===== config.mk =====
export PLATFORM = sky130hd
export DESIGN_NAME = tcg_front
export DESIGN_NICKNAME = d
export VERILOG_FILES = /design/src/rtl/tcg_pkg.sv /design/src/rtl/tcg_front.sv
export SDC_FILE = /design/constraint.sdc
export NUM_CORES = 2
export LEC_CHECK = 0
export CAP_MARGIN = 20
export CORE_ASPECT_RATIO = 1.4
export CORE_MARGIN = 5
export CORE_UTILIZATION = 45
export CTS_CLUSTER_DIAMETER = 50
export DETAILED_ROUTE_END_ITERATION = 6
export DONT_BUFFER_PORTS = 1
export GPL_TIMING_DRIVEN = 1
export PLACE_DENSITY = 0.61
export SLEW_MARGIN = 20
export SYNTH_ARGS = -nofsm -noshare
export SYNTH_HDL_FRONTEND = slang
export SYNTH_SLANG_ARGS = --single-unit

===== constraint.sdc =====
create_clock -name clk_i -period 3.9 [get_ports clk_i]
set_clock_uncertainty 0.2 [all_clocks]
set_input_delay 0.195 -clock clk_i [delete_from_list [all_inputs] [get_ports clk_i]]
set_output_delay 0.195 -clock clk_i [all_outputs]
set_load 0.005 [all_outputs]

===== src/rtl/tcg_pkg.sv =====
`timescale 1ns / 1ps
// ----------------------------------------------------------------------------
// tcg_pkg
// Shared widths, constants, register codes and stage payload types of the
// timed crossfade gain pipeline.
// ----------------------------------------------------------------------------
package tcg_pkg;

  localparam int TIME_W    = 64;
  localparam int LEN_W     = 13;
  localparam int IDX_W     = 12;
  localparam int SAMPLE_W  = 24;
  localparam int Q_W       = 24;
  localparam int FRAC_W    = 23;
  localparam int ADDR_W    = 5;
  localparam int DATA_W    = 64;

  localparam logic [Q_W-1:0]   ONE       = 24'h800000;
  localparam logic [LEN_W-1:0] MAX_BLOCK = 13'd4096;

  // restoring divider for the window ratios, one bit a stage
  localparam int RATIO_STEPS    = 24;
  // lerp quotient: 24 bits, four bits a stage
  localparam int QDIV_STEPS     = 24;
  localparam int QDIV_PER_STAGE = 4;
  localparam int QDIV_STAGES    = QDIV_STEPS / QDIV_PER_STAGE;
  // log2 by repeated squaring, one squaring a stage
  localparam int LOG_STEPS      = 24;

  typedef enum logic [1:0] {
    REG_FADE_START = 2'd0,
    REG_FADE_END   = 2'd1,
    REG_RAMP_DOWN  = 2'd2
  } reg_idx_e;

  typedef struct packed {
    logic                       pass;
    logic                       rd;
    logic                       zero_d;
    logic signed [SAMPLE_W-1:0] sample;
    logic [IDX_W-1:0]           f;
    logic [IDX_W-1:0]           a;
    logic [IDX_W-1:0]           b;
    logic [TIME_W-1:0]          num_s;
    logic [TIME_W-1:0]          num_e;
    logic [TIME_W-1:0]          den;
  } front_t;

  typedef struct packed {
    logic                       pass;
    logic                       rd;
    logic                       zero_d;
    logic signed [SAMPLE_W-1:0] sample;
    logic [IDX_W-1:0]           f;
    logic [IDX_W-1:0]           a;
    logic [IDX_W-1:0]           b;
    logic [Q_W-1:0]             rs;
    logic [Q_W-1:0]             re;
  } ratio_t;

  typedef struct packed {
    logic                       pass;
    logic signed [SAMPLE_W-1:0] sample;
    logic [Q_W-1:0]             gain;
  } lerp_t;

  typedef struct packed {
    logic                       pass;
    logic signed [SAMPLE_W-1:0] sample;
    logic [Q_W-1:0]             scale;
  } log_t;

endpackage


===== src/rtl/tcg_front.sv =====
`timescale 1ns / 1ps
// ----------------------------------------------------------------------------
// tcg_front
// Three stages: block end, window clipping, window offsets and pass decision.
// ----------------------------------------------------------------------------
module tcg_front (
  input  logic                                clk_i,
  input  logic                                rst_ni,
  input  logic                                en_i,
  input  logic                                vld_i,
  input  logic [tcg_pkg::TIME_W-1:0]          bs_i,
  input  logic [tcg_pkg::LEN_W-1:0]           len_i,
  input  logic [tcg_pkg::IDX_W-1:0]           f_i,
  input  logic signed [tcg_pkg::SAMPLE_W-1:0] sample_i,
  input  logic [tcg_pkg::TIME_W-1:0]          st_i,
  input  logic [tcg_pkg::TIME_W-1:0]          fend_i,
  input  logic                                rd_i,
  output logic                                vld_o,
  output tcg_pkg::front_t                     data_o
);
  import tcg_pkg::*;

  logic [LEN_W-1:0]  len_c;
  logic [LEN_W-1:0]  lenm1;
  logic [TIME_W:0]   be_sum;
  logic [TIME_W-1:0] be_d;

  logic                       v1_q, v2_q, v3_q;
  logic [TIME_W-1:0]          bs1_q, be1_q, st1_q, en1_q;
  logic [IDX_W-1:0]           f1_q, f2_q;
  logic signed [SAMPLE_W-1:0] s1_q, s2_q;
  logic                       rd1_q, rd2_q, zd1_q, zd2_q;
  logic                       rev1_q, enltbs1_q, stgtbs1_q;
  logic [TIME_W-1:0]          ws2_q, we2_q, bs2_q, st2_q, den2_q;
  logic                       nov2_q;
  front_t                     out_q;

  logic [IDX_W-1:0] a_c, b_c;

  // clamp length and form the saturated block end
  always_comb begin
    if (len_i == '0) begin
      len_c = LEN_W'(1);
    end else if (len_i > MAX_BLOCK) begin
      len_c = MAX_BLOCK;
    end else begin
      len_c = len_i;
    end
    lenm1  = len_c - LEN_W'(1);
    be_sum = {1'b0, bs_i} + {{(TIME_W+1-LEN_W){1'b0}}, lenm1};
    be_d   = be_sum[TIME_W] ? '1 : be_sum[TIME_W-1:0];
  end

  // valid bits
  always_ff @(posedge clk_i or negedge rst_ni) begin
    if (!rst_ni) begin
      v1_q <= 1'b0;
      v2_q <= 1'b0;
      v3_q <= 1'b0;
    end else if (en_i) begin
      v1_q <= vld_i;
      v2_q <= v1_q;
      v3_q <= v2_q;
    end
  end

  // stage 1
  always_ff @(posedge clk_i) begin
    if (en_i) begin
      bs1_q     <= bs_i;
      be1_q     <= be_d;
      st1_q     <= st_i;
      en1_q     <= fend_i;
      f1_q      <= f_i;
      s1_q      <= sample_i;
      rd1_q     <= rd_i;
      zd1_q     <= (fend_i == st_i);
      rev1_q    <= (st_i > fend_i);
      enltbs1_q <= (fend_i < bs_i);
      stgtbs1_q <= (st_i > bs_i);
    end
  end

  // stage 2: clip the window to the block
  always_ff @(posedge clk_i) begin
    if (en_i) begin
      ws2_q  <= stgtbs1_q ? st1_q : bs1_q;
      we2_q  <= (en1_q < be1_q) ? en1_q : be1_q;
      nov2_q <= rev1_q | enltbs1_q | (st1_q > be1_q);
      bs2_q  <= bs1_q;
      st2_q  <= st1_q;
      den2_q <= en1_q - st1_q;
      f2_q   <= f1_q;
      s2_q   <= s1_q;
      rd2_q  <= rd1_q;
      zd2_q  <= zd1_q;
    end
  end

  // offsets fit in the index width whenever the window overlaps the block
  assign a_c = ws2_q[IDX_W-1:0] - bs2_q[IDX_W-1:0];
  assign b_c = we2_q[IDX_W-1:0] - bs2_q[IDX_W-1:0];

  // stage 3
  always_ff @(posedge clk_i) begin
    if (en_i) begin
      out_q.pass   <= nov2_q | (f2_q < a_c) | (f2_q > b_c);
      out_q.rd     <= rd2_q;
      out_q.zero_d <= zd2_q;
      out_q.sample <= s2_q;
      out_q.f      <= f2_q;
      out_q.a      <= a_c;
      out_q.b      <= b_c;
      out_q.num_s  <= ws2_q - st2_q;
      out_q.num_e  <= we2_q - st2_q;
      out_q.den    <= den2_q;
    end
  end

  assign vld_o  = v3_q;
  assign data_o = out_q;

endmodule


## Word-level counts from Yosys, hierarchy flattened

Index checks and enable logic that the tools add are counted.

| cells by class | value |
|---|---|
| add/subtract/negate cells | 7 |
| multipliers | 0 |
| divide/modulo/power cells | 0 |
| magnitude comparators | 8 |
| eq/ne operators | 1 |
| shift-type cells | 0 |
| multiplexer cells | 4 |
| bitwise operators | 4 |
| reduce and logical (&&, ||, !) cells | 1 |

Operator list:

| cell | number |
|---|---|
| 64-bit > comparator | 3 |
| 64-bit subtractor | 3 |
| 64-bit < comparator | 2 |
| 64-bit 2-to-1 mux | 2 |
| 64-bit by 13-bit adder with 65-bit output | 1 |
| 64-bit == test | 1 |
| 13-bit 2-to-1 mux | 2 |
| 12-bit subtractor | 2 |
| 13-bit > comparator, second input constant | 1 |
| 13-bit zero test | 1 |
| 13-bit by 1-bit subtractor with 13-bit output, second input constant | 1 |
| 12-bit > comparator | 1 |
| 12-bit < comparator | 1 |
| 1-bit OR | 4 |

| storage, ports and cells | value |
|---|---|
| bits in registers | 862 |
| latch bits | 0 |
| RAM bits | 0 |
| bits in read-only memories | 0 |
| output and inout port bits | 256 |
| memories | 0 |

## Depth between registers and ports, before layout

| logic depth | value |
|---|---|
| word-level depth | 5 |
| depth in mapped cells | 23 |

## Worst setup path before layout

No wires, ideal clock.

| timing | value |
|---|---|
| path kind | input to register |
| start | input port len_i[2] in the netlist's numbering |
| end | register be1_q[34] (data pin) |
| data arrival time | 4.805 ns |
| data required time | 3.445 ns |
| path slack | -1.360 ns |
| stages | 23 |
| path buffers | 2 |
| cell sequence | or3_1 > nor4_1 > nor3b_1 > nand2_1 > nor3_1 > o21ai_0 > ha_1 > clkbuf_1 > nand2b_1 > o22ai_1 > a41oi_1 > ha_1 > o21a_1 > nor2_1 > nand4bb_1 > o22ai_1 > o41a_1 > nand2_1 > clkbuf_1 > nor3_1 > nand4_1 > xnor2_1 > nand2_1 |

| between the ends | value |
|---|---|
| cells in the longest elaborated chain, start to end | 5 |
| elaborated cells on any way between the ends | 6 |

Ends and longest elaborated chain:

| item | RTL line | source |
|---|---|---|
| from (decl) | tcg_front.sv:12 | `input logic [tcg_pkg::LEN_W-1:0] len_i,` |
| 13-bit > comparator | tcg_front.sv:44 | `end else if (len_i > MAX_BLOCK) begin` |
| 13-bit 2-to-1 mux | tcg_front.sv:44 |  |
| 13-bit 2-to-1 mux (*) | tcg_front.sv:42 | `if (len_i == '0) begin` |
| 13-bit by 1-bit subtractor with 13-bit output (*) | tcg_front.sv:49 | `lenm1 = len_c - LEN_W'(1);` |
| 64-bit by 13-bit adder with 65-bit output (*) | tcg_front.sv:50 | `be_sum = {1'b0, bs_i} + {{(TIME_W+1-LEN_W){1'b0}}, lenm1};` |
| to (signal assigned) | tcg_front.sv:71 | `be1_q <= be_d;` |
| to (decl) | tcg_front.sv:29 | `logic [TIME_W-1:0] bs1_q, be1_q, st1_q, en1_q;` |

Every way passes the cells marked *; elsewhere a longest branch is shown, timed or not.
A chain may end at the register's enable or synchronous reset.

## Final worst setup path

| timing | value |
|---|---|
| start | input port len_i[4] in the netlist's numbering |
| end | register be1_q[33] (data pin) |

The elaborated chain is that of the path after synthesis.

==> reports/metrics.cfg <==
[outcome]
outcome=finished clean

[detailed_routing]
dr.pass1.iters=6
routedWlPerCell_um=27.0
drt_iter0_markers=3709
ant_nets=0
drc=0
via_per_inst=5.81
wl_mm=194
num_vias=41700

[pwr]
pwr-share-seq_pct=41.2
sw_frac_of_total_pct=32.1
p_sw_mw=9.84
combinationalPowerShare_pct=28.2
clkPwrFrac_pct=30.7
p_int_mw=20.9
cellPowerDensity_nw_per_um2=471
power_mw=30.7
max-vdd-ir-drop_v=0.000459
leakage_nw=27.4

[layout]
multi_input_area_um2=24400
stdcell_count=7185
syn2layout_area_growth_pct=25.9
seq_area_um2=25900
drive_gt1_share_pct=15.4
final_nets=6411
fill_cells=9691
final_area_um2=65100
post-route-util_pct=56.9

[sta]
rsz0062_at_grt=yes
fmax_mhz=257
tightest_slew_ns=1.00
setup-tns-final_ns=0
relSlewSlack_pct=33.0
final-hold-violation-count=0
setup_ws_ns=0.0104
timing.final.crit_share_pct=99.7
whs_ns=0.0295
finalSetupViolCount=0
slew_violations=0
post-route-min-period_ns=3.89

[placed_design]
place_area_um2=56900
port_buffers=0
gp_congestion=0.942
dpl.cell_count=6569
dp_worst_setup_slack_ns=-0.940
dp_hpwl_mm=146

[worst_setup_path]
slowest_stage=or3_4
cp_slowest_stage_delay_ns=0.38
start_kind=input pin
cp_data_required_time_ns=4.15
crit_type=input pin to flop
crit_top_cell=buf_6
worstSetupEndpointType=flop
cp.arrival_ns=4.14
path_max_fanout=6
cp_cell_sequence=or3_4, nor4_4, nor3b_4, nand2_2, nor3_4, o21ai_2, ha_4, nand2b_4, nor2_2, a311oi_2, buf_4, ha_1, a21o_1, a221oi_2, nand2_1, o311a_4, buf_6, or2_4, nand2_4, buf_6, or3_1, nand3_1

[clock_tree]
clock-sinks=862
root_buffer=clkbuf_16
insertion_delay_ns=0.71
clock_path_buffers=3
cts-buffers-inserted=98
htreeDepth=3
cts_tree=yes
path_clk_slew_ns=0.06

[yosys]
synth_edf_count=859
yosysSeqAreaShare_pct=50.0
synth_cell_type_count=78
synth_commonest_cells=edfxtp_1, ha_1, a21oi_1
synth_most_common_cell=edfxtp_1
syn_inst=4755
yosys.area.top_type=edfxtp_1
netlist_area_um2=51700
syn_nets=5573
synth_area_leaders=edfxtp_1, ha_1, a21oi_1, a21o_1, inv_1
yosysWarnings=0
synthFlopType=edfxtp_1
async_reset_ff_share_pct=0.348
syn_avg_cell_area_um2=10.9
ys_ff_latch=862
synth_top_area_share_pct=49.9

[job]
drv_cap=0

[floorplanning]
die_w_um=296
rows=147
start_util_pct=45.2
die_h_um=411
dieArea_um2=122000
io_pins=502
coreArea_um2=114000

[worst_hold_path]
hold_path.class=input pin to flop

[global_routing]
antenna_found_initial=28
grt_overflow=0
grt_pass1_vias=41700
grt_pass1_wl_mm=275
grt_usage_pct=30.9
grt_max_degree=863

-- power by group through the flow --
stage	sequential, mW	clock [mW]	combinational, mW
after global placement	12.8	0	7.57
after CTS	12.7	9.59	8.21
after detailed placement	12.8	0	7.63
final	12.6	9.42	8.64
after floorplan	12.4	0	4.55
after global routing	12.7	9.96	9.36
-- final timing paths --
check / from / end / slack [ns] / depth (start not counted)
setup / recovery: len_i[4] / be1_q[33] / 0.01 / 22
hold / removal: st_i[43] / st1_q[43] / 0.03 / 1
setup reg to reg: we2_q[0] / data_o[254] / 0.02 / 22
hold reg to reg: s1_q[14] / s2_q[14] / 0.22 / 0
max in group asynchronous: rst_ni / vld_o / 3.24 / 2
min in group asynchronous: rst_ni / v2_q / 0.10 / 2
-- timing repair --
| action | CTS | global route |
|---|---|---|
| hold endpoints to repair | 1023 | 249 |
| pin swaps | 26 | 47 |
| setup buffers | 4 | 18 |
| resized for setup | 42 | 101 |
| setup endpoints to repair | 112 | 124 |
| gates cloned | 0 | 1 |
| hold buffers | 384 | 2 |
-- critical path, delay by kind of cell --
| kind | cells | cell delay (ns) |
|---|---|---|
| AOI/OAI and AO/OA | 5 | 0.98 |
| adders and majority gates | 2 | 0.51 |
| buffers and inverters | 3 | 0.39 |
| and+or+nand+nor | 12 | 2.07 |
-- cell type report --
cell class | instances | area share [%]
multi-input combinational | 3317 | 37.5
inverter | 428 | 2.47
sequential | 862 | 39.7
clock buffer | 114 | 3.89
tap | 1490 | 2.86
antenna | 21 | 0.0807
clock inverter | 67 | 1.13
timing repair buffer | 886 | 12.3
-- per-layer routing --
metal  share of wire, %  GRT usage [%]  routed length, um
met2                 50           54.5              96100
met5              0.025              0                 48
met3                7.1           6.49              13800
met4                7.2           18.2              14000
met1                 36           34.0              69900
-- state kept, by name (all words and copies together) (netlist names), 12 cells and up --
signal / cells
data_o: 255
be1_q: 64
bs1_q: 64
den2_q: 64
en1_q: 64
st1_q: 64
st2_q: 64
we2_q: 64
ws2_q: 64
s1_q: 24
s2_q: 24
bs2_q: 12
f1_q: 12
f2_q: 12
-- layout by cell type (no fill, tap or decap), types with 17 or more instances in the layout --
cell	count
o21bai_1	56
or3_1	17
a31oi_1	31
xnor2_1	158
nor2_1	181
a21o_1	222
diode_2	21
nand2b_1	33
o21ai_1	17
xor2_1	95
o211ai_1	87
mux2_2	67
a21oi_1	429
clkbuf_16	100
nor4_1	20
nand2_1	368
nand3_1	189
inv_1	422
nor3_1	55
o21a_1	32
buf_4	467
edfxtp_1	859
buf_12	17
nand4_1	138
ha_1	563
o21ai_0	243
dlygate4sd3_1	385
nor2b_1	39
-- logic make-up (layout without fill, tap and decap cells) --
kind of cell             after synthesis  after routing  share of synthesized area [%]
buffers and inverters                576           1495                           4.27
AO/OA/AOI/OAI                       1277           1277                           15.3
AND/OR/NAND/NOR                     1142           1142                           10.6
flip-flops                           862            862                           50.0
adder cells (fa/ha/maj)              572            572                           13.9
multiplexers                          70             70                           1.52
XOR/XNOR                             256            256                           4.34
other                                  0             21                              0
Power figures use the tool's default switching activity.
