## config.mk

```make
export PLATFORM = sky130hd
export DESIGN_NAME = tcg_lerp
export DESIGN_NICKNAME = d
export VERILOG_FILES = /design/src/rtl/tcg_pkg.sv /design/src/rtl/tcg_lerp.sv
export SDC_FILE = /design/constraint.sdc
export NUM_CORES = 2
export LEC_CHECK = 0
export BUFFER_PORTS_ARGS = -buffer_cell sky130_fd_sc_hd__buf_2
export CAP_MARGIN = 20
export CORE_ASPECT_RATIO = 0.6
export CORE_MARGIN = 3
export CORE_UTILIZATION = 45
export CTS_CLUSTER_DIAMETER = 200
export DETAILED_ROUTE_END_ITERATION = 16
export PLACE_DENSITY = 0.63
export RECOVER_POWER = 50
export SLEW_MARGIN = 20
export SYNTH_ARGS = -nofsm -noshare
export SYNTH_HDL_FRONTEND = slang
export SYNTH_SLANG_ARGS = --single-unit
```

## constraint.sdc

```tcl
create_clock -name clk_i -period 18.7 [get_ports clk_i]
set_input_delay 3.74 -clock clk_i [delete_from_list [all_inputs] [get_ports clk_i]]
set_output_delay 3.74 -clock clk_i [all_outputs]
set_load 0.03 [all_outputs]
```

## src/rtl/tcg_pkg.sv

```systemverilog
`timescale 1ns / 1ps
// ----------------------------------------------------------------------------
// tcg_pkg
// Shared widths, constants, register codes and stage payload types of the
// timed crossfade gain pipeline.
// ----------------------------------------------------------------------------
package tcg_pkg;

  localparam int TIME_W    = 64;
  localparam int LEN_W     = 13;
  localparam int IDX_W     = 12;
  localparam int SAMPLE_W  = 24;
  localparam int Q_W       = 24;
  localparam int FRAC_W    = 23;
  localparam int ADDR_W    = 5;
  localparam int DATA_W    = 64;

  localparam logic [Q_W-1:0]   ONE       = 24'h800000;
  localparam logic [LEN_W-1:0] MAX_BLOCK = 13'd4096;

  // restoring divider for the window ratios, one bit a stage
  localparam int RATIO_STEPS    = 24;
  // lerp quotient: 24 bits, four bits a stage
  localparam int QDIV_STEPS     = 24;
  localparam int QDIV_PER_STAGE = 4;
  localparam int QDIV_STAGES    = QDIV_STEPS / QDIV_PER_STAGE;
  // log2 by repeated squaring, one squaring a stage
  localparam int LOG_STEPS      = 24;

  typedef enum logic [1:0] {
    REG_FADE_START = 2'd0,
    REG_FADE_END   = 2'd1,
    REG_RAMP_DOWN  = 2'd2
  } reg_idx_e;

  typedef struct packed {
    logic                       pass;
    logic                       rd;
    logic                       zero_d;
    logic signed [SAMPLE_W-1:0] sample;
    logic [IDX_W-1:0]           f;
    logic [IDX_W-1:0]           a;
    logic [IDX_W-1:0]           b;
    logic [TIME_W-1:0]          num_s;
    logic [TIME_W-1:0]          num_e;
    logic [TIME_W-1:0]          den;
  } front_t;

  typedef struct packed {
    logic                       pass;
    logic                       rd;
    logic                       zero_d;
    logic signed [SAMPLE_W-1:0] sample;
    logic [IDX_W-1:0]           f;
    logic [IDX_W-1:0]           a;
    logic [IDX_W-1:0]           b;
    logic [Q_W-1:0]             rs;
    logic [Q_W-1:0]             re;
  } ratio_t;

  typedef struct packed {
    logic                       pass;
    logic signed [SAMPLE_W-1:0] sample;
    logic [Q_W-1:0]             gain;
  } lerp_t;

  typedef struct packed {
    logic                       pass;
    logic signed [SAMPLE_W-1:0] sample;
    logic [Q_W-1:0]             scale;
  } log_t;

endpackage

```

## src/rtl/tcg_lerp.sv

```systemverilog
`timescale 1ns / 1ps
// ----------------------------------------------------------------------------
// tcg_lerp
// Edge levels, per-frame interpolation and the pipelined divide by the
// frame count, then the clamped gain.
// ----------------------------------------------------------------------------
module tcg_lerp (
  input  logic            clk_i,
  input  logic            rst_ni,
  input  logic            en_i,
  input  logic            vld_i,
  input  tcg_pkg::ratio_t data_i,
  output logic            vld_o,
  output tcg_pkg::lerp_t  data_o
);
  import tcg_pkg::*;

  localparam int PROD_W = LEN_W + Q_W;
  localparam int PACK_W = LEN_W + 2 * Q_W;

  typedef struct packed {
    logic                       pass;
    logic                       rd;
    logic                       zero_d;
    logic signed [SAMPLE_W-1:0] sample;
    logic [Q_W-1:0]             gs;
    logic                       up;
    logic [LEN_W-1:0]           n;
  } ls_t;

  // several restoring steps on the narrow remainder
  function automatic logic [PACK_W-1:0] div_steps(logic [LEN_W-1:0] rem, logic [Q_W-1:0] lo,
                                                  logic [Q_W-1:0] q, logic [LEN_W-1:0] n);
    logic [LEN_W:0]   t;
    logic [LEN_W-1:0] r;
    logic [Q_W-1:0]   l;
    logic [Q_W-1:0]   qq;
    r  = rem;
    l  = lo;
    qq = q;
    for (int j = 0; j < QDIV_PER_STAGE; j++) begin
      t = {r, l[Q_W-1]};
      l = {l[Q_W-2:0], 1'b0};
      if (t >= {1'b0, n}) begin
        t  = t - {1'b0, n};
        qq = {qq[Q_W-2:0], 1'b1};
      end else begin
        qq = {qq[Q_W-2:0], 1'b0};
      end
      r = t[LEN_W-1:0];
    end
    return {r, l, qq};
  endfunction

  logic             v1_q, v2_q, v3_q, vo_q;
  ls_t              s1_q, s2_q, s3_q;
  logic [Q_W-1:0]   ge1_q;
  logic [LEN_W-1:0] k1_q, k2_q;
  logic [Q_W-1:0]   mag2_q;
  logic [PROD_W-1:0] prod3_q;
  logic [PROD_W-1:0] num_c;
  lerp_t            out_q;

  logic             dv_q  [0:QDIV_STAGES];
  ls_t              ds_q  [0:QDIV_STAGES];
  logic [LEN_W-1:0] rem_q [0:QDIV_STAGES];
  logic [Q_W-1:0]   lo_q  [0:QDIV_STAGES];
  logic [Q_W-1:0]   quo_q [0:QDIV_STAGES];

  logic [Q_W:0]   sum_c;
  logic [Q_W-1:0] m_c, gain_c;

  always_ff @(posedge clk_i or negedge rst_ni) begin
    if (!rst_ni) begin
      v1_q     <= 1'b0;
      v2_q     <= 1'b0;
      v3_q     <= 1'b0;
      dv_q[0]  <= 1'b0;
    end else if (en_i) begin
      v1_q     <= vld_i;
      v2_q     <= v1_q;
      v3_q     <= v2_q;
      dv_q[0]  <= v3_q;
    end
  end

  // L1: edge levels and frame counts
  always_ff @(posedge clk_i) begin
    if (en_i) begin
      s1_q.pass   <= data_i.pass;
      s1_q.rd     <= data_i.rd;
      s1_q.zero_d <= data_i.zero_d;
      s1_q.sample <= data_i.sample;
      s1_q.gs     <= data_i.rd ? ONE - data_i.rs : data_i.rs;
      s1_q.up     <= 1'b0;
      s1_q.n      <= {1'b0, data_i.b} - {1'b0, data_i.a} + LEN_W'(1);
      ge1_q       <= data_i.rd ? ONE - data_i.re : data_i.re;
      k1_q        <= {1'b0, data_i.f} - {1'b0, data_i.a} + LEN_W'(1);
    end
  end

  // L2: direction and size of the level step
  always_ff @(posedge clk_i) begin
    if (en_i) begin
      s2_q.pass   <= s1_q.pass;
      s2_q.rd     <= s1_q.rd;
      s2_q.zero_d <= s1_q.zero_d;
      s2_q.sample <= s1_q.sample;
      s2_q.gs     <= s1_q.gs;
      s2_q.n      <= s1_q.n;
      s2_q.up     <= (ge1_q >= s1_q.gs);
      mag2_q      <= (ge1_q >= s1_q.gs) ? ge1_q - s1_q.gs : s1_q.gs - ge1_q;
      k2_q        <= k1_q;
    end
  end

  // L3: k * |delta|
  always_ff @(posedge clk_i) begin
    if (en_i) begin
      s3_q    <= s2_q;
      prod3_q <= PROD_W'(k2_q) * PROD_W'(mag2_q);
    end
  end

  // L4: add n/2, upper bits start the remainder (below n by construction)
  assign num_c = prod3_q + PROD_W'(s3_q.n >> 1);

  always_ff @(posedge clk_i) begin
    if (en_i) begin
      ds_q[0]  <= s3_q;
      rem_q[0] <= num_c[PROD_W-1:Q_W];
      lo_q[0]  <= num_c[Q_W-1:0];
      quo_q[0] <= '0;
    end
  end

  // divide stages
  for (genvar i = 0; i < QDIV_STAGES; i++) begin : g_div
    logic [PACK_W-1:0] nx;
    assign nx = div_steps(rem_q[i], lo_q[i], quo_q[i], ds_q[i].n);

    always_ff @(posedge clk_i or negedge rst_ni) begin
      if (!rst_ni) begin
        dv_q[i+1] <= 1'b0;
      end else if (en_i) begin
        dv_q[i+1] <= dv_q[i];
      end
    end

    always_ff @(posedge clk_i) begin
      if (en_i) begin
        ds_q[i+1]  <= ds_q[i];
        rem_q[i+1] <= nx[PACK_W-1:2*Q_W];
        lo_q[i+1]  <= nx[2*Q_W-1:Q_W];
        quo_q[i+1] <= nx[Q_W-1:0];
      end
    end
  end

  // gain, clamped to one; an empty window takes the end level
  always_comb begin
    m_c   = quo_q[QDIV_STAGES];
    sum_c = {1'b0, ds_q[QDIV_STAGES].gs} + {1'b0, m_c};
    if (ds_q[QDIV_STAGES].zero_d) begin
      gain_c = ds_q[QDIV_STAGES].rd ? '0 : ONE;
    end else if (ds_q[QDIV_STAGES].up) begin
      gain_c = (sum_c > {1'b0, ONE}) ? ONE : sum_c[Q_W-1:0];
    end else begin
      gain_c = (m_c > ds_q[QDIV_STAGES].gs) ? '0 : ds_q[QDIV_STAGES].gs - m_c;
    end
  end

  always_ff @(posedge clk_i or negedge rst_ni) begin
    if (!rst_ni) begin
      vo_q <= 1'b0;
    end else if (en_i) begin
      vo_q <= dv_q[QDIV_STAGES];
    end
  end

  always_ff @(posedge clk_i) begin
    if (en_i) begin
      out_q.pass   <= ds_q[QDIV_STAGES].pass;
      out_q.sample <= ds_q[QDIV_STAGES].sample;
      out_q.gain   <= gain_c;
    end
  end

  assign vld_o  = vo_q;
  assign data_o = out_q;

endmodule

```

== Yosys cells after proc, flatten, opt, wreduce, memory -nomap -nowiden ==
Memories as Yosys holds them, arrays and structs flattened.
Cells that the tools add are included.
Operators by class
  magnitude comparators: 27
  mux-type cells: 58
  multipliers: 1
  add/sub/neg operators: 35
Operators by type and width (number)
  $ge 14x13->1: 24
  $mux 13: 24
  $sub 13x13->13: 24
  $mux 24: 8
  $sub 24x24->24: 3
  $sub 24x24->24 const A: 2
  $add 37x12->37: 1
  $mul 13x24->37: 1
  $add 13x1->13 const B: 2
  $mux 1: 26
  $sub 12x12->13: 2
  $add 24x24->25: 1
  $gt 25x24->1 const B: 1
  $ge 24x24->1: 1
  $gt 24x24->1: 1
Storage, ports and cells
  input port bits: 115
  output and inout bits: 50
  bits in writable memories: 882
  word-level logic and storage cells: 164
  flip-flop bits (word level): 365
  memories: 4
Memory list
  ds_q: depth 7, bits a word 65, rd ports 7, clocked after memory_dff 0, write ports 7, RTL line tcg_lerp.sv:65  | ls_t ds_q [0:QDIV_STAGES];
  lo_q: depth 7, bits a word 24, rd ports 6, clocked after memory_dff 0, write ports 7, RTL line tcg_lerp.sv:67  | logic [Q_W-1:0] lo_q [0:QDIV_STAGES];
  quo_q: depth 7, bits a word 24, rd ports 7, clocked after memory_dff 0, write ports 7, RTL line tcg_lerp.sv:68  | logic [Q_W-1:0] quo_q [0:QDIV_STAGES];
  rem_q: depth 7, bits a word 13, rd ports 6, clocked after memory_dff 0, write ports 7, RTL line tcg_lerp.sv:66  | logic [LEN_W-1:0] rem_q [0:QDIV_STAGES];

== Depth between registers and ports, before layout ==
An unclocked memory read counts as a cell.
  depth after elaboration: 9
  mapped depth: 47
  gate-level depth less buffers: 43

== Worst setup path before layout ==
No wires, ideal clock.
  path kind: reg2reg
  start: memory ds_q[0][0] (netlist name)
  end: memory rem_q[1][10] (data pin)
  library setup time: 0.260 ns
  arrival time: 9.837 ns
  cell stages (with the launch flop): 44
  setup slack: 8.604 ns
  path buffers: 5
  data required time: 18.440 ns
  period minus slack after synthesis: 10.096 ns
  path through: edfxtp_1 ha_1 fa_1 nor2b_1 o21ai_1 a21oi_1 nor2_1 a21oi_1 clkbuf_1 mux2_2 ha_1 nand2_1 o21ai_0 or3_1 o221a_2 nor2_1 a21o_1 and2_1 (+8 left out) a211o_1 nor4_1 a21oi_1 a211oi_2 inv_1 buf_2 mux2_2 ha_1 a21o_1 a21o_1 a221oi_1 o21ai_0 a2111oi_0 o21bai_1 a211oi_1 mux2i_1 buf_4 mux2_2
RTL lines (RTL line)
  start: declaration: tcg_lerp.sv:65
  end: declaration: tcg_lerp.sv:66

==> results.yml <==
layout:
  layout-drive-gt1-share_pct: 9.91
  fin_util_pct: 50.0
  nNetsFinal: 6828
  syn2layout_area_growth_pct: 9.26
timing:
  finalHoldViolations: 0
  tightestPinTransition_ns: 7.50
  rsz0062_at_grt: "false"
  relSlewSlack_pct: -400
  setup_tns_ns: 0
  post-route-period-util_pct: 66.8
  final_max_slew_viol_count: 213
  skew_ns: 0.0430
  max_freq_ghz: 0.0800
  setup_viol: 0
  period_minus_slack_ns: 12.49
cts:
  clk_path_buf_depth: 3
  ctsHoldBuffers: 0
  cts_resized: 0
  cts_tree: "yes"
  cts_setup_buffers: 0
  clkLatencyLatePin_ns: 0.74
  numCtsBuffers: 99
  root_buffer: "clkbuf_16"
  htreeDepth: 3
  clk_pin_slew_ns: 0.07
  cts_sinks: 1053
worst_setup_path:
  setup.worst_path.end_class: "flop"
  crit_type: "flop to flop"
  crit_path_max_fanout: 15
  timing.rr.start: "ds_q[0][0]"
  critPathSlowestCell: "a21oi_1"
  max_stage_delay_ns: 0.66
  crit_start: "ds_q[0][0]"
  arrival_ns: 12.96
  cp_data_required_time_ns: 19.16
  start_kind: "flop"
  cp_common_cell: "a21oi_1"
outcome:
  status: "finished, violations left"
  violations: "max-capacitance violations, max-slew violations"
global_route:
  grt_start_max_net_pins: 180
  globalRoute.totalOverflow: 0
  grt_pass1_wl_um: 243000
  grt_usage_pct: 20.0
  antenna_found_initial: 3
  first_global_vias: 41700
route:
  vias: 43900
  drtIter0Drc: 3967
  postRouteAntennaNets: 0
  vias_per_cell: 5.55
  first_pass_iters: 5
  avgRoutedWirePerCell_um: 19.6
  wl_um: 155000
  drc: 0
synth:
  syn_area_mm2: 0.0668
  ys_seq_area_share_pct: 47.2
  synth_edf_count: 1042
  async_flop_share_pct: 1.04
  ys_top_cells_by_area: "edfxtp_1, ha_1, fa_1"
  avgSynthCellArea_um2: 11.6
  synthCells: 5736
  yosysMostFrequentCell: "edfxtp_1"
  synth_nets: 6672
  synth_top_area_share_pct: 46.8
  yosys.area.top_type: "edfxtp_1"
  synth_common_cells: "edfxtp_1, inv_1, ha_1, nand2_1, nor2_1"
  post_synth_num_cell_types: 96
  ys_warn_count: 0
  synthFlopType: "edfxtp_1"
  synth_seq_cells: 1053
floorplan:
  rows: 108
  die_h_um: 304
  ioPinCount: 165
  die_w_um: 503
  start_util_pct: 45.8
  die-area_mm2: 0.153
  core_mm2: 0.146
placed_design:
  dpl.hpwl_um: 118000
  port_buffers: 164
  place_congestion: 0.924
run:
  cap_violations: 3
min_path:
  worstHoldStart: "lo_q[2][14]"
  hold_path.class: "flop to flop"
==> final cells by class <==
type                       instances  area, um^2
inverter                         569        2140
sequential                      1053       31600
antenna                            1        2.50
clock inverter                    70         758
tap                             1925        2410
timing repair buffer             197        1070
clock buffer                     113        2530
fill                           13000       72900
multi-input combinational       3972       32500
==> routing by layer <==
metal  track usage, %  part of all wire (%)  vias up
met2             26.6                    39     1349
met1             33.5                    53    21300
met5                0                     0        -
met4             3.02                   1.2        0
li1                 -                     -    21100
met3             3.78                   7.1      131
==> stage by stage <==
step | hold WS, ns | worst slack (ns) | cells | area, um^2
finish | 0.394 | 6.21 | 7900 | 73000
global placement | 0.400 | 6.58 | 7714 | 69700
detailed placement | 0.405 | 6.61 | 7715 | 69800
CTS | 0.392 | 6.55 | 7898 | 73000
floorplan | 0.400 | 8.60 | 5736 | 66800
global route | 0.392 | 5.27 | 7899 | 73000
==> final timing paths <==
check | cells after the start | endpoint | slack [ns]
hold reg to reg | 0 | lo_q[3][18] | 0.39
setup reg to reg | 39 | rem_q[1][2] | 6.21
max in group asynchronous | 1 | dv_q[2] | 15.34
setup / recovery | 39 | rem_q[1][2] | 6.21
min in group asynchronous | 1 | v1_q | 2.99
hold / removal | 0 | lo_q[3][18] | 0.39
==> sequential cells by signal, indices dropped and copies added (netlist names) <==
signal / cells
data_o: 49
ds_q: 442
dv_q: 7
ge1_q: 24
k1_q: 13
k2_q: 13
lo_q: 84
mag2_q: 24
prod3_q: 37
quo_q: 84
rem_q: 78
s1_q: 64
s2_q: 65
s3_q: 65
v1_q: 1
v2_q: 1
v3_q: 1
vld_o: 1
==> critical path, delay by kind of cell (launching register included) <==
family	cells	cell delay, ns
adders and majority gates	5	1.59
muxes	5	1.89
buffers and inverters	2	0.92
and+or+nand+nor	7	1.72
DFF	1	0.48
AOI/OAI and AO/OA	20	5.62
==> logic make-up (layout without fill, tap and decap cells) <==
kind of cell	after synthesis	count (layout)	synth area share [%]
AOI/OAI and AO/OA	1135	1135	11.2
xor gates and xnor gates	359	359	4.71
adders and majority gates	821	821	18.4
buffers and inverters	711	949	4.07
DFF	1053	1053	47.2
muxes	246	246	4.10
other	0	1	0
and+or+nand+nor	1411	1411	10.2
==> cells in the final DEF (no fill, tap or decap), drive strengths merged, types with 113 or more instances in the layout <==
cell	count
a21o	113
ha	549
a21oi	306
clkbuf	126
o21ai	239
and2	122
edfxtp	1042
inv	582
buf	184
nor2	316
xnor2	257
mux2	192
nand2	438
fa	272
Power is left out: the tool's default activity adds up to more than one toggle a clock period on the data nets, which glitch-free logic cannot reach.
